## src/hdl/bgd_pkg.sv

```systemverilog
`timescale 1ns / 1ps
`default_nettype none

package bgd_pkg;

  localparam int unsigned TIME_W   = 32;
  localparam int unsigned CFG_W    = 16;
  localparam int unsigned CFG_IDX_W = 4;

  typedef enum logic [CFG_IDX_W-1:0] {
    REG_DEBOUNCE     = 4'd0,
    REG_DC_WINDOW    = 4'd1,
    REG_LONG_PRESS   = 4'd2,
    REG_VLONG_PRESS  = 4'd3
  } cfg_reg_t;

  localparam logic [CFG_W-1:0] DEBOUNCE_RST    = 16'd50;
  localparam logic [CFG_W-1:0] DC_WINDOW_RST   = 16'd400;
  localparam logic [CFG_W-1:0] LONG_PRESS_RST  = 16'd800;
  localparam logic [CFG_W-1:0] VLONG_PRESS_RST = 16'd10000;

  typedef enum logic [1:0] {
    GS_IDLE    = 2'd0,
    GS_PRESSED = 2'd1,
    GS_LONG    = 2'd2
  } gesture_state_t;

  typedef struct packed {
    logic [CFG_W-1:0] min_press_ms;
    logic [CFG_W-1:0] click_window_ms;
    logic [CFG_W-1:0] long_press_ms;
    logic [CFG_W-1:0] very_long_press_ms;
  } cfg_t;

  typedef struct packed {
    gesture_state_t    gesture_state;
    logic [TIME_W-1:0] press_start_ms;
    logic [TIME_W-1:0] first_release_ms;
    logic              awaiting_second;
  } gesture_ctx_t;

  typedef struct packed {
    logic single_click;
    logic double_click;
    logic modifier_held;
    logic reboot_request;
  } result_t;

endpackage

`default_nettype wire

```

## src/hdl/bgd_poll_if.sv

```systemverilog
`timescale 1ns / 1ps
`default_nettype none

interface bgd_poll_if;
  logic                       valid;
  logic                       ready;
  logic                       button_down;
  logic [bgd_pkg::TIME_W-1:0] now_ms;

  modport source (output valid, output button_down, output now_ms, input ready);
  modport sink   (input valid, input button_down, input now_ms, output ready);
endinterface

`default_nettype wire

```

## src/hdl/bgd_gesture_if.sv

```systemverilog
`timescale 1ns / 1ps
`default_nettype none

interface bgd_gesture_if;
  logic valid;
  logic ready;
  logic single_click;
  logic double_click;
  logic modifier_held;
  logic reboot_request;

  modport source (output valid, output single_click, output double_click,
                  output modifier_held, output reboot_request, input ready);
  modport sink   (input valid, input single_click, input double_click,
                  input modifier_held, input reboot_request, output ready);
endinterface

`default_nettype wire

```

## src/hdl/bgd_cfg_if.sv

```systemverilog
`timescale 1ns / 1ps
`default_nettype none

interface bgd_cfg_if;
  logic                          valid;
  logic                          ready;
  logic [bgd_pkg::CFG_IDX_W-1:0] addr;
  logic [bgd_pkg::CFG_W-1:0]     data;

  modport source (output valid, output addr, output data, input ready);
  modport sink   (input valid, input addr, input data, output ready);
endinterface

`default_nettype wire

```

## src/hdl/bgd_fsm.sv

```systemverilog
`timescale 1ns / 1ps
`default_nettype none

// Gesture state machine for one poll: next context and result from the
// current context, the registered poll and the settings.
module bgd_fsm (
  input  bgd_pkg::cfg_t                cfg,
  input  bgd_pkg::gesture_ctx_t        ctx,
  input  logic                         button_down,
  input  logic [bgd_pkg::TIME_W-1:0]   now_ms,
  output bgd_pkg::gesture_ctx_t        ctx_next,
  output bgd_pkg::result_t             result
);
  import bgd_pkg::*;

  logic [TIME_W-1:0] held;
  logic [TIME_W-1:0] since_release;
  logic              window_expired;
  logic              waiting;

  assign held          = now_ms - ctx.press_start_ms;
  assign since_release = now_ms - ctx.first_release_ms;
  assign window_expired = ctx.awaiting_second &&
                          (since_release > {{(TIME_W-CFG_W){1'b0}}, cfg.click_window_ms});
  assign waiting = ctx.awaiting_second && !window_expired;

  always_comb begin
    ctx_next                 = ctx;
    ctx_next.awaiting_second = waiting;
    result                   = '0;
    result.single_click      = window_expired;

    case (ctx.gesture_state)
      GS_IDLE: begin
        if (button_down) begin
          ctx_next.gesture_state  = GS_PRESSED;
          ctx_next.press_start_ms = now_ms;
        end
      end
      GS_PRESSED: begin
        if (!button_down) begin
          if (held > {{(TIME_W-CFG_W){1'b0}}, cfg.min_press_ms}) begin
            if (waiting) begin
              result.double_click      = 1'b1;
              ctx_next.awaiting_second = 1'b0;
            end else begin
              ctx_next.awaiting_second  = 1'b1;
              ctx_next.first_release_ms = now_ms;
            end
          end
          ctx_next.gesture_state = GS_IDLE;
        end else if (held >= {{(TIME_W-CFG_W){1'b0}}, cfg.long_press_ms}) begin
          // long press drops any pending click
          ctx_next.awaiting_second = 1'b0;
          ctx_next.gesture_state   = GS_LONG;
        end
      end
      GS_LONG: begin
        if (!button_down) begin
          ctx_next.gesture_state = GS_IDLE;
        end else if (held >= {{(TIME_W-CFG_W){1'b0}}, cfg.very_long_press_ms}) begin
          result.reboot_request = 1'b1;
        end
      end
      default: begin
        ctx_next.gesture_state = GS_IDLE;
      end
    endcase

    result.modifier_held = (ctx_next.gesture_state == GS_LONG);
  end

endmodule

`default_nettype wire

```

## src/hdl/button_gesture_decoder.sv

```systemverilog
`timescale 1ns / 1ps
`default_nettype none

// Channel   Dir  Payload                                          Role
// poll      in   button_down, now_ms[31:0]                        one button sample
// gesture   out  single_click, double_click, modifier_held,       one result per poll
//                reboot_request
// cfg       in   addr[3:0], data[15:0]                            settings write
//
// Two register stages: poll register, then result register; one poll per
// cycle sustained while gesture.ready holds. The gesture context
// updates as the result register loads, so the next poll sees it.
// A full result register that gesture does not take stalls the poll register,
// and a stalled poll register drops poll.ready. cfg is always ready. rst (synchronous) restores the
// default settings, idle state and empty stages.
module button_gesture_decoder (
  input  logic          clk,
  input  logic          rst,
  bgd_poll_if.sink      poll,
  bgd_gesture_if.source gesture,
  bgd_cfg_if.sink       cfg
);
  import bgd_pkg::*;

  cfg_t              settings;
  gesture_ctx_t      ctx;
  gesture_ctx_t      ctx_next;
  result_t           result_next;
  result_t           result;

  logic              poll_valid;
  logic              poll_down;
  logic [TIME_W-1:0] poll_now;
  logic              out_valid;
  logic              advance;

  assign advance     = poll_valid && (!out_valid || gesture.ready);
  assign poll.ready  = !poll_valid || advance;
  assign cfg.ready   = 1'b1;

  always_ff @(posedge clk) begin
    if (rst) begin
      settings.min_press_ms       <= DEBOUNCE_RST;
      settings.click_window_ms    <= DC_WINDOW_RST;
      settings.long_press_ms      <= LONG_PRESS_RST;
      settings.very_long_press_ms <= VLONG_PRESS_RST;
    end else if (cfg.valid) begin
      case (cfg.addr)
        REG_DEBOUNCE:    settings.min_press_ms       <= cfg.data;
        REG_DC_WINDOW:   settings.click_window_ms    <= cfg.data;
        REG_LONG_PRESS:  settings.long_press_ms      <= cfg.data;
        REG_VLONG_PRESS: settings.very_long_press_ms <= cfg.data;
        default: begin
        end
      endcase
    end
  end

  always_ff @(posedge clk) begin
    if (rst) begin
      poll_valid <= 1'b0;
    end else if (poll.ready) begin
      poll_valid <= poll.valid;
    end
  end

  always_ff @(posedge clk) begin
    if (poll.valid && poll.ready) begin
      poll_down <= poll.button_down;
      poll_now  <= poll.now_ms;
    end
  end

  bgd_fsm u_fsm (
    .cfg         (settings),
    .ctx         (ctx),
    .button_down (poll_down),
    .now_ms      (poll_now),
    .ctx_next    (ctx_next),
    .result      (result_next)
  );

  always_ff @(posedge clk) begin
    if (rst) begin
      ctx       <= '{gesture_state: GS_IDLE, press_start_ms: '0,
                     first_release_ms: '0, awaiting_second: 1'b0};
      out_valid <= 1'b0;
    end else begin
      if (advance) begin
        ctx       <= ctx_next;
        out_valid <= 1'b1;
      end else if (gesture.ready) begin
        out_valid <= 1'b0;
      end
    end
  end

  always_ff @(posedge clk) begin
    if (advance) begin
      result <= result_next;
    end
  end

  assign gesture.valid          = out_valid;
  assign gesture.single_click   = result.single_click;
  assign gesture.double_click   = result.double_click;
  assign gesture.modifier_held  = result.modifier_held;
  assign gesture.reboot_request = result.reboot_request;

endmodule

`default_nettype wire

```

## src/flat_wrapper.sv

```systemverilog
// flat-port wrapper written by rule: the top's interface ports become plain ports
module button_gesture_decoder_flat import bgd_pkg::*;
  (clk, rst, poll_valid, poll_button_down, poll_now_ms, poll_ready, gesture_valid, gesture_single_click, gesture_double_click, gesture_modifier_held, gesture_reboot_request, gesture_ready, cfg_valid, cfg_addr, cfg_data, cfg_ready);
  bgd_poll_if poll_i ();
  bgd_gesture_if gesture_i ();
  bgd_cfg_if cfg_i ();
  input  logic clk;
  input  logic rst;
  input wire logic [$bits(poll_i.valid)-1:0] poll_valid;
  input wire logic [$bits(poll_i.button_down)-1:0] poll_button_down;
  input wire logic [$bits(poll_i.now_ms)-1:0] poll_now_ms;
  output wire logic [$bits(poll_i.ready)-1:0] poll_ready;
  output wire logic [$bits(gesture_i.valid)-1:0] gesture_valid;
  output wire logic [$bits(gesture_i.single_click)-1:0] gesture_single_click;
  output wire logic [$bits(gesture_i.double_click)-1:0] gesture_double_click;
  output wire logic [$bits(gesture_i.modifier_held)-1:0] gesture_modifier_held;
  output wire logic [$bits(gesture_i.reboot_request)-1:0] gesture_reboot_request;
  input wire logic [$bits(gesture_i.ready)-1:0] gesture_ready;
  input wire logic [$bits(cfg_i.valid)-1:0] cfg_valid;
  input wire logic [$bits(cfg_i.addr)-1:0] cfg_addr;
  input wire logic [$bits(cfg_i.data)-1:0] cfg_data;
  output wire logic [$bits(cfg_i.ready)-1:0] cfg_ready;
  assign poll_i.valid = poll_valid;
  assign poll_i.button_down = poll_button_down;
  assign poll_i.now_ms = poll_now_ms;
  assign poll_ready = poll_i.ready;
  assign gesture_valid = gesture_i.valid;
  assign gesture_single_click = gesture_i.single_click;
  assign gesture_double_click = gesture_i.double_click;
  assign gesture_modifier_held = gesture_i.modifier_held;
  assign gesture_reboot_request = gesture_i.reboot_request;
  assign gesture_i.ready = gesture_ready;
  assign cfg_i.valid = cfg_valid;
  assign cfg_i.addr = cfg_addr;
  assign cfg_i.data = cfg_data;
  assign cfg_ready = cfg_i.ready;
  button_gesture_decoder u_core (.clk(clk), .rst(rst), .poll(poll_i), .gesture(gesture_i), .cfg(cfg_i));
endmodule
```

## config.mk

```make
export PLATFORM = sky130hd
export DESIGN_NAME = button_gesture_decoder_flat
export DESIGN_NICKNAME = d
export VERILOG_FILES = /design/src/hdl/bgd_pkg.sv /design/src/hdl/bgd_poll_if.sv /design/src/hdl/bgd_gesture_if.sv /design/src/hdl/bgd_cfg_if.sv /design/src/hdl/bgd_fsm.sv /design/src/hdl/button_gesture_decoder.sv /design/src/flat_wrapper.sv
export SDC_FILE = /design/constraint.sdc
export NUM_CORES = 1
export LEC_CHECK = 0
export BUFFER_PORTS_ARGS = -buffer_cell sky130_fd_sc_hd__buf_2
export CORE_MARGIN = 4
export CORE_UTILIZATION = 25
export CTS_CLUSTER_SIZE = 8
export DETAILED_ROUTE_END_ITERATION = 8
export GPL_ROUTABILITY_DRIVEN = 1
export GPL_TIMING_DRIVEN = 0
export HOLD_SLACK_MARGIN = 0.12
export PLACE_DENSITY = 0.47
export REMOVE_ABC_BUFFERS = 1
export SETUP_SLACK_MARGIN = 0.4
export SYNTH_ARGS = -nofsm -noshare
export SYNTH_HDL_FRONTEND = slang
export SYNTH_SLANG_ARGS = --single-unit
```

## constraint.sdc

```tcl
create_clock -name clk -period 8.1 [get_ports clk]
set_input_delay 0.81 -clock clk [delete_from_list [all_inputs] [get_ports clk]]
set_output_delay 0.81 -clock clk [all_outputs]
set_load 0.02 [all_outputs]
```

* Word level (Yosys, flattened, before mapping) *
Index checks and enable logic that the tools add are counted.

cells by class
  multiplexer cells = 14
  reduce and logical (&&, ||, !) cells = 20
  magnitude comparators = 4
  $add $sub $neg = 2
  eq/ne operators = 6
  bitwise operators = 4

operators by type and width
  kind                count
  $ge 32x16->1        2
  $gt 32x16->1        2
  $sub 32x32->32      2
  $mux 34             1
  $reduce_and 2->1    5
  $mux 1              9
  $eq 4x2->1 const B  2
  $mux 2              3
  $pmux 2 s3          1
  $reduce_and 5->1    1
  $eq 2x2->1 const B  2
  $eq 4x1->1 const B  1
  $logic_and 1x1->1   4
  $logic_not 4->1     1
  $not 1->1           4
  $logic_not 1->1     3
  $reduce_and 3->1    1
  $reduce_or 3->1     1
  $eq 2x1->1 const B  1
  $logic_not 2->1     1
  $logic_or 1x1->1    2
  $reduce_bool 2->1   1

word-level totals
  register bits = 170
  output and inout bits = 7
  input port bits = 58
  logic and storage cells = 66

* Logic depth before layout (Yosys ltp) *
  depth in word-level cells = 9
  depth in mapped cells = 24
  mapped depth without buffers = 22

* Modules after synthesis *
A second synthesis with hierarchy kept.

second synthesis, totals
  cells, all modules = 1,549
  area, all modules = 12,797.3 µm²

by module, submodules not included
  module                  area an instance (µm²)  cells an instance  times used  sequential area each (µm²)
  bgd_fsm                 6,465.0                 953                1           0.0
  button_gesture_decoder  6,332.3                 596                1           3,773.6

* Worst setup path before layout *
Ideal clock, no wire load.

  path type = register to register
  start point = reg u_core.poll_now[0]
  end point = reg, netlist name u_core.ctx[10]
  arrival time = 4.089 ns
  cell stages (with the launch flop) = 23
  period minus slack after synthesis = 4.161 ns
  path slack = 3.939 ns
  setup time = 0.072 ns
  buffers on the path = 2
  data required time = 8.028 ns
  path through = edfxtp_1 -> inv_1 -> ha_1 -> inv_1 -> fa_1 -> a21oi_1 -> o2111ai_1 -> a41oi_1 -> nand2_1 -> a31oi_1 -> xnor2_1 -> ha_1 -> nand4_1 -> or4_1 -> o2111ai_1 -> nor3_1 -> o2111ai_1 -> nor4_4 -> nand4_2 -> nor3b_2 -> buf_6 -> buf_12 -> mux2i_1

on the way
  cells in the longest elaborated chain, start to end = 7
  elaborated cells on any way between the ends = 9
  those cells by class = add/sub: 2; order compare: 2; bitwise: 1; reduce/logical: 4

RTL lines
  element                                RTL line                      source
  start: declaration                     button_gesture_decoder.sv:33  logic [TIME_W-1:0] poll_now;
  start signal: assignment               button_gesture_decoder.sv:70  poll_now <= poll.now_ms;
  $sub 32x32->32                         bgd_fsm.sv:22                 assign since_release = now_ms - ctx.first_release_ms;
  $gt 32x16->1                           bgd_fsm.sv:24                 (since_release > {{(TIME_W-CFG_W){1'b0}}, cfg.click_window_ms});
  $logic_and 1x1->1                      bgd_fsm.sv:23                 assign window_expired = ctx.awaiting_second &&
  $logic_not 1->1                        bgd_fsm.sv:25                 assign waiting = ctx.awaiting_second && !window_expired;
  $logic_and 1x1->1                      bgd_fsm.sv:25
  $not 1->1 (no source line)             n/a
  $reduce_and 5->1 (no source line) (*)  n/a

Every way passes the cells marked *; elsewhere a longest branch is shown, timed or not.
A chain may end at the register's enable or synchronous reset.

* Final worst setup path *
  start point = reg u_core.poll_now[0]
  end point = reg, netlist name u_core.ctx[12]

on the way
  cells in the longest elaborated chain, start to end = 7
  elaborated cells on any way between the ends = 9
  those cells by class = add/sub: 2; order compare: 2; bitwise: 1; reduce/logical: 4

RTL lines
  element                                RTL line
  $sub 32x32->32                         bgd_fsm.sv:22
  $gt 32x16->1                           bgd_fsm.sv:24
  $logic_and 1x1->1                      bgd_fsm.sv:23
  $logic_not 1->1                        bgd_fsm.sv:25
  $logic_and 1x1->1                      bgd_fsm.sv:25
  $not 1->1 (no source line)             n/a
  $reduce_and 5->1 (no source line) (*)  n/a

Marks and branches as above.

==> results.py <==
metrics = {
    "status": {
        "outcome": "complete, no violations",
    },
    "routing": {
        "wirelength_per_cell_um": 15.88,
        "remaining_design_rule_violation_count": 0,
        "drt-pass1-iter-count": 5,
        "initialDrtViolationCount": 612,
        "wl_um": 34000,
        "route.detailed.vias_per_inst": 4.773,
        "route.vias.total": 10220,
        "drtAntennaViolNets": 0,
    },
    "sta": {
        "setup_violations": 0,
        "rsz_0062_raised_after_global_routing": "no",
        "layout_worst_path_cycle_share_pct": 70.32,
        "final-hold-violation-count": 0,
        "finalSetupTns_ns": 0,
        "finalCriticalPeriod_ns": 5.696,
        "clock_skew_ns": 0.01582,
        "clock.fmax_mhz": 175.6,
        "timing.slew.headroom_pct": 17.54,
        "worst_slew_pin_slew_ns": 1.237,
        "drv_slew": 0,
    },
    "critical_path": {
        "worst_reg2reg_startpoint": "u_core.poll_now[0]",
        "worst_stage_delay_on_the_critical_path_ns": 0.83,
        "criticalPathCategory": "reg2reg",
        "end_kind": "flop",
        "critical-path-top-cell-by-count": "sky130_fd_sc_hd__o2111ai_1",
        "reg2regPathDepth": 22,
        "cp.required_ns": 8.48,
        "critPathMaxFanout": 13,
        "critical_path.slowest_cell": "sky130_fd_sc_hd__nor3b_4",
        "cp_cell_sequence": "inv_1 -> ha_1 -> inv_1 -> fa_1 -> a21oi_1 -> o2111ai_1 -> a41oi_1 -> nand2_1 -> a31oi_1 -> xnor2_1 -> ha_1 -> nand4_1 -> or4_1 -> o2111ai_1 -> nor3_1 -> o2111ai_1 -> nor4_4 -> nand4_2 -> nor3b_4 -> buf_16 -> buf_16 -> mux2i_1",
        "timing.critical_path.from_type": "flop",
        "worst_r2r_endpoint": "u_core.ctx[12]",
        "timing.critical_path.arrival_ns": 6.08,
        "setup.reg_to_reg.worst_slack_ns": 2.40,
    },
    "flow_run": {
        "max_cap_viol_count": 0,
    },
    "cts": {
        "clock_sink_count": 170,
        "clkLatencyLatePin_ns": 0.46,
        "tritoncts.num_buffers": 17,
        "cts.htree.levels": 4,
        "clockBufferDepth": 2,
        "holdBufCountCts": 0,
        "postCtsSetupRepairBufs": 0,
        "worst_setup_hold_path_clk_slew_ns": 0.07,
        "tritoncts_clock_tree": "yes",
        "cts_resized": 0,
        "cts_root_buffer": "sky130_fd_sc_hd__clkbuf_16",
    },
    "die": {
        "die_width_um": 227.7,
        "placement_rows": 80,
        "floorplan.initialDensity_pct": 25.27,
        "io_count": 65,
        "chipHeight_um": 227.7,
        "design.die.area_um2": 51840,
        "core_region_area_um2": 47750,
    },
    "layout": {
        "area_growth_syn_to_fin_pct": 12.55,
        "top_library_cells_by_usage_in_the_layout_fill_and_taps_aside": "sky130_fd_sc_hd__nand2_1, sky130_fd_sc_hd__a21oi_1, sky130_fd_sc_hd__inv_1, sky130_fd_sc_hd__dfxtp_1, sky130_fd_sc_hd__ha_1",
        "final_core_util_pct": 28.44,
        "fraction_of_final_layout_cells_sized_beyond_drive_strength_1_pct": 9.508,
        "final_net_count": 1698,
        "mostFrequentLayoutCell": "sky130_fd_sc_hd__nand2_1",
    },
    "worst_hold_path": {
        "worst_hold_path.endpoint": "u_core.ctx[46]",
        "whs_path_depth": 2,
        "holdCritStartpoint": "u_core.ctx[46]",
        "min_path_type": "reg2reg",
    },
    "synthesis": {
        "synth-edff-count": 37,
        "yosys.area.top_type_share_pct": 22.07,
        "yosys_register_bits": 170,
        "synth_sequential_area_ratio_pct": 31.28,
        "most_area_consuming_cells_after_synthesis": "sky130_fd_sc_hd__dfxtp_1, sky130_fd_sc_hd__ha_1, sky130_fd_sc_hd__edfxtp_1",
        "synth.largest_area_cell": "sky130_fd_sc_hd__dfxtp_1",
        "yosys_warnings": 0,
        "avgSynthCellArea_um2": 8.113,
        "synthesis.area_um2": 12060,
        "synth_flop_cell": "sky130_fd_sc_hd__dfxtp_1",
        "postSynthCellCount": 1487,
        "synth-async-reset-ratio_pct": 0,
        "count_of_cell_types_in_the_netlist": 86,
    },
    "placement": {
        "dpl.hpwl_um": 26240,
        "port_buffers": 63,
        "gpl.final_weighted_congestion": 0.8575,
    },
    "global_route": {
        "number_of_global_route_vias_before_repair": 9870,
        "grt_antenna_before_repair": 2,
        "grtUsageTotal_pct": 13.22,
        "grt_overflow_total": 0,
        "wire_length_of_the_first_global_routing_pass_um": 54090,
        "maximum_number_of_pins_on_one_net_before_global_route_repair": 123,
    },
    "power": {
        "power.ir.vdd_worst_mv": 0.09337,
        "cellPowerDensity_nw_per_um2": 164.1,
        "leakage_nw": 5.076,
    },
}
==> flip-flops by register name, summed over array words and instances, names as in the netlist <==
| register | flops |
|---|---|
| u_core.poll_now | 32 |
| u_core.gesture.double_click | 1 |
| u_core.gesture.single_click | 1 |
| u_core.gesture.reboot_request | 1 |
| u_core.settings | 64 |
| u_core.poll_valid | 1 |
| u_core.poll_down | 1 |
| u_core.ctx | 67 |
| u_core.gesture.modifier_held | 1 |
| u_core.gesture.valid | 1 |
==> where the power goes <==
group | internal, mW | switching, mW | total [mW]
Sequential | 0.889 | 0.0248 | 0.914
Clock | 0.443 | 0.383 | 0.826
Combinational | 0.194 | 0.294 | 0.488
==> metal layers <==
layer / part of all wire (%) / track usage [%]
met4: 1.7 / 3.963
met1: 48 / 17.46
met2: 47 / 22.12
met5: 0 / 0
met3: 3.3 / 2.376
==> synth_stat cells (4+ instances only) <==
| cell type | n |
|---|---|
| sky130_fd_sc_hd__nor2b_1 | 7 |
| sky130_fd_sc_hd__o211ai_1 | 14 |
| sky130_fd_sc_hd__mux2i_1 | 33 |
| sky130_fd_sc_hd__o21ai_0 | 36 |
| sky130_fd_sc_hd__nand2b_1 | 12 |
| sky130_fd_sc_hd__o31ai_1 | 6 |
| sky130_fd_sc_hd__nor3_1 | 25 |
| sky130_fd_sc_hd__and2_1 | 4 |
| sky130_fd_sc_hd__xor2_1 | 17 |
| sky130_fd_sc_hd__edfxtp_1 | 37 |
| sky130_fd_sc_hd__a41oi_1 | 5 |
| sky130_fd_sc_hd__nand2_1 | 245 |
| sky130_fd_sc_hd__nand3b_1 | 11 |
| sky130_fd_sc_hd__or3_1 | 4 |
| sky130_fd_sc_hd__a211o_1 | 9 |
| sky130_fd_sc_hd__o2111ai_1 | 8 |
| sky130_fd_sc_hd__inv_1 | 143 |
| sky130_fd_sc_hd__clkbuf_1 | 49 |
| sky130_fd_sc_hd__ha_1 | 126 |
| sky130_fd_sc_hd__buf_4 | 4 |
| sky130_fd_sc_hd__and3_1 | 7 |
| sky130_fd_sc_hd__o21ai_1 | 8 |
| sky130_fd_sc_hd__dfxtp_1 | 133 |
| sky130_fd_sc_hd__o21a_1 | 12 |
| sky130_fd_sc_hd__o21bai_1 | 8 |
| sky130_fd_sc_hd__nor4_1 | 6 |
| sky130_fd_sc_hd__or2b_2 | 23 |
| sky130_fd_sc_hd__nor2_1 | 64 |
| sky130_fd_sc_hd__nand4_1 | 27 |
| sky130_fd_sc_hd__xnor2_1 | 26 |
| sky130_fd_sc_hd__a211oi_1 | 16 |
| sky130_fd_sc_hd__a21o_1 | 49 |
| sky130_fd_sc_hd__nand3_1 | 22 |
| sky130_fd_sc_hd__a31oi_1 | 5 |
| sky130_fd_sc_hd__and4_1 | 5 |
| sky130_fd_sc_hd__or2b_1 | 37 |
| sky130_fd_sc_hd__a21oi_1 | 168 |
==> final cells by class <==
cell class	instances	area, um2
antenna	1	2.502
clock buffer	22	496.7
inverter	144	540.5
clock inverter	10	80.08
sequential	170	3774
fill	5033	34170
tap	615	769.5
multi-input combinational	1107	7431
timing repair buffer	72	484.2
==> per-stage QoR <==
step                instances  setup slack [ns]  cell area, um2  power (mW)  hold slack (ns)
detailed placement       2108             2.347           13000       1.420           0.4471
finish                   2141             2.404           13580       2.228           0.4551
CTS                      2140             2.286           13570       2.260           0.4572
global placement         2099            0.5984           12800       1.410           0.4422
global route             2141             1.900           13580       2.359           0.4712
floorplan                1421             2.426           11720       1.259           0.4303
==> cells by family (layout without fill, tap and decap cells) <==
family | after synthesis | count (layout) | share of synthesized area (%)
buffers and inverters | 210 | 248 | 7.332
muxes | 34 | 34 | 2.831
adders and majority gates | 128 | 128 | 13.40
xor gates and xnor gates | 44 | 44 | 3.350
other | 1 | 2 | 0.03108
and+or+nand+nor | 515 | 515 | 21.30
AOI/OAI and AO/OA | 385 | 385 | 20.47
DFF | 170 | 170 | 31.28
==> how the worst max path moves through the flow <==
stage                     end               start  cells past startpoint
4_1_cts        u_core.ctx[13]  u_core.poll_now[0]                     23
3_3_place_gp    u_core.ctx[2]  u_core.poll_now[0]                     21
2_1_floorplan  u_core.ctx[10]  u_core.poll_now[0]                     20
5_1_grt         u_core.ctx[5]  u_core.poll_now[0]                     22
6_report       u_core.ctx[12]  u_core.poll_now[0]                     22
3_5_place_dp    u_core.ctx[6]  u_core.poll_now[0]                     23
==> critical path: cells and delay by family (launching register included) <==
family          cells  cell delay [ns]
compound gates      6             1.29
xor+xnor            1             0.10
fa+ha+maj           3             0.91
buf+inv             4             0.56
flops               1             0.42
mux                 1             0.19
simple gates        7             2.10
(Power assumes the default switching activity.)
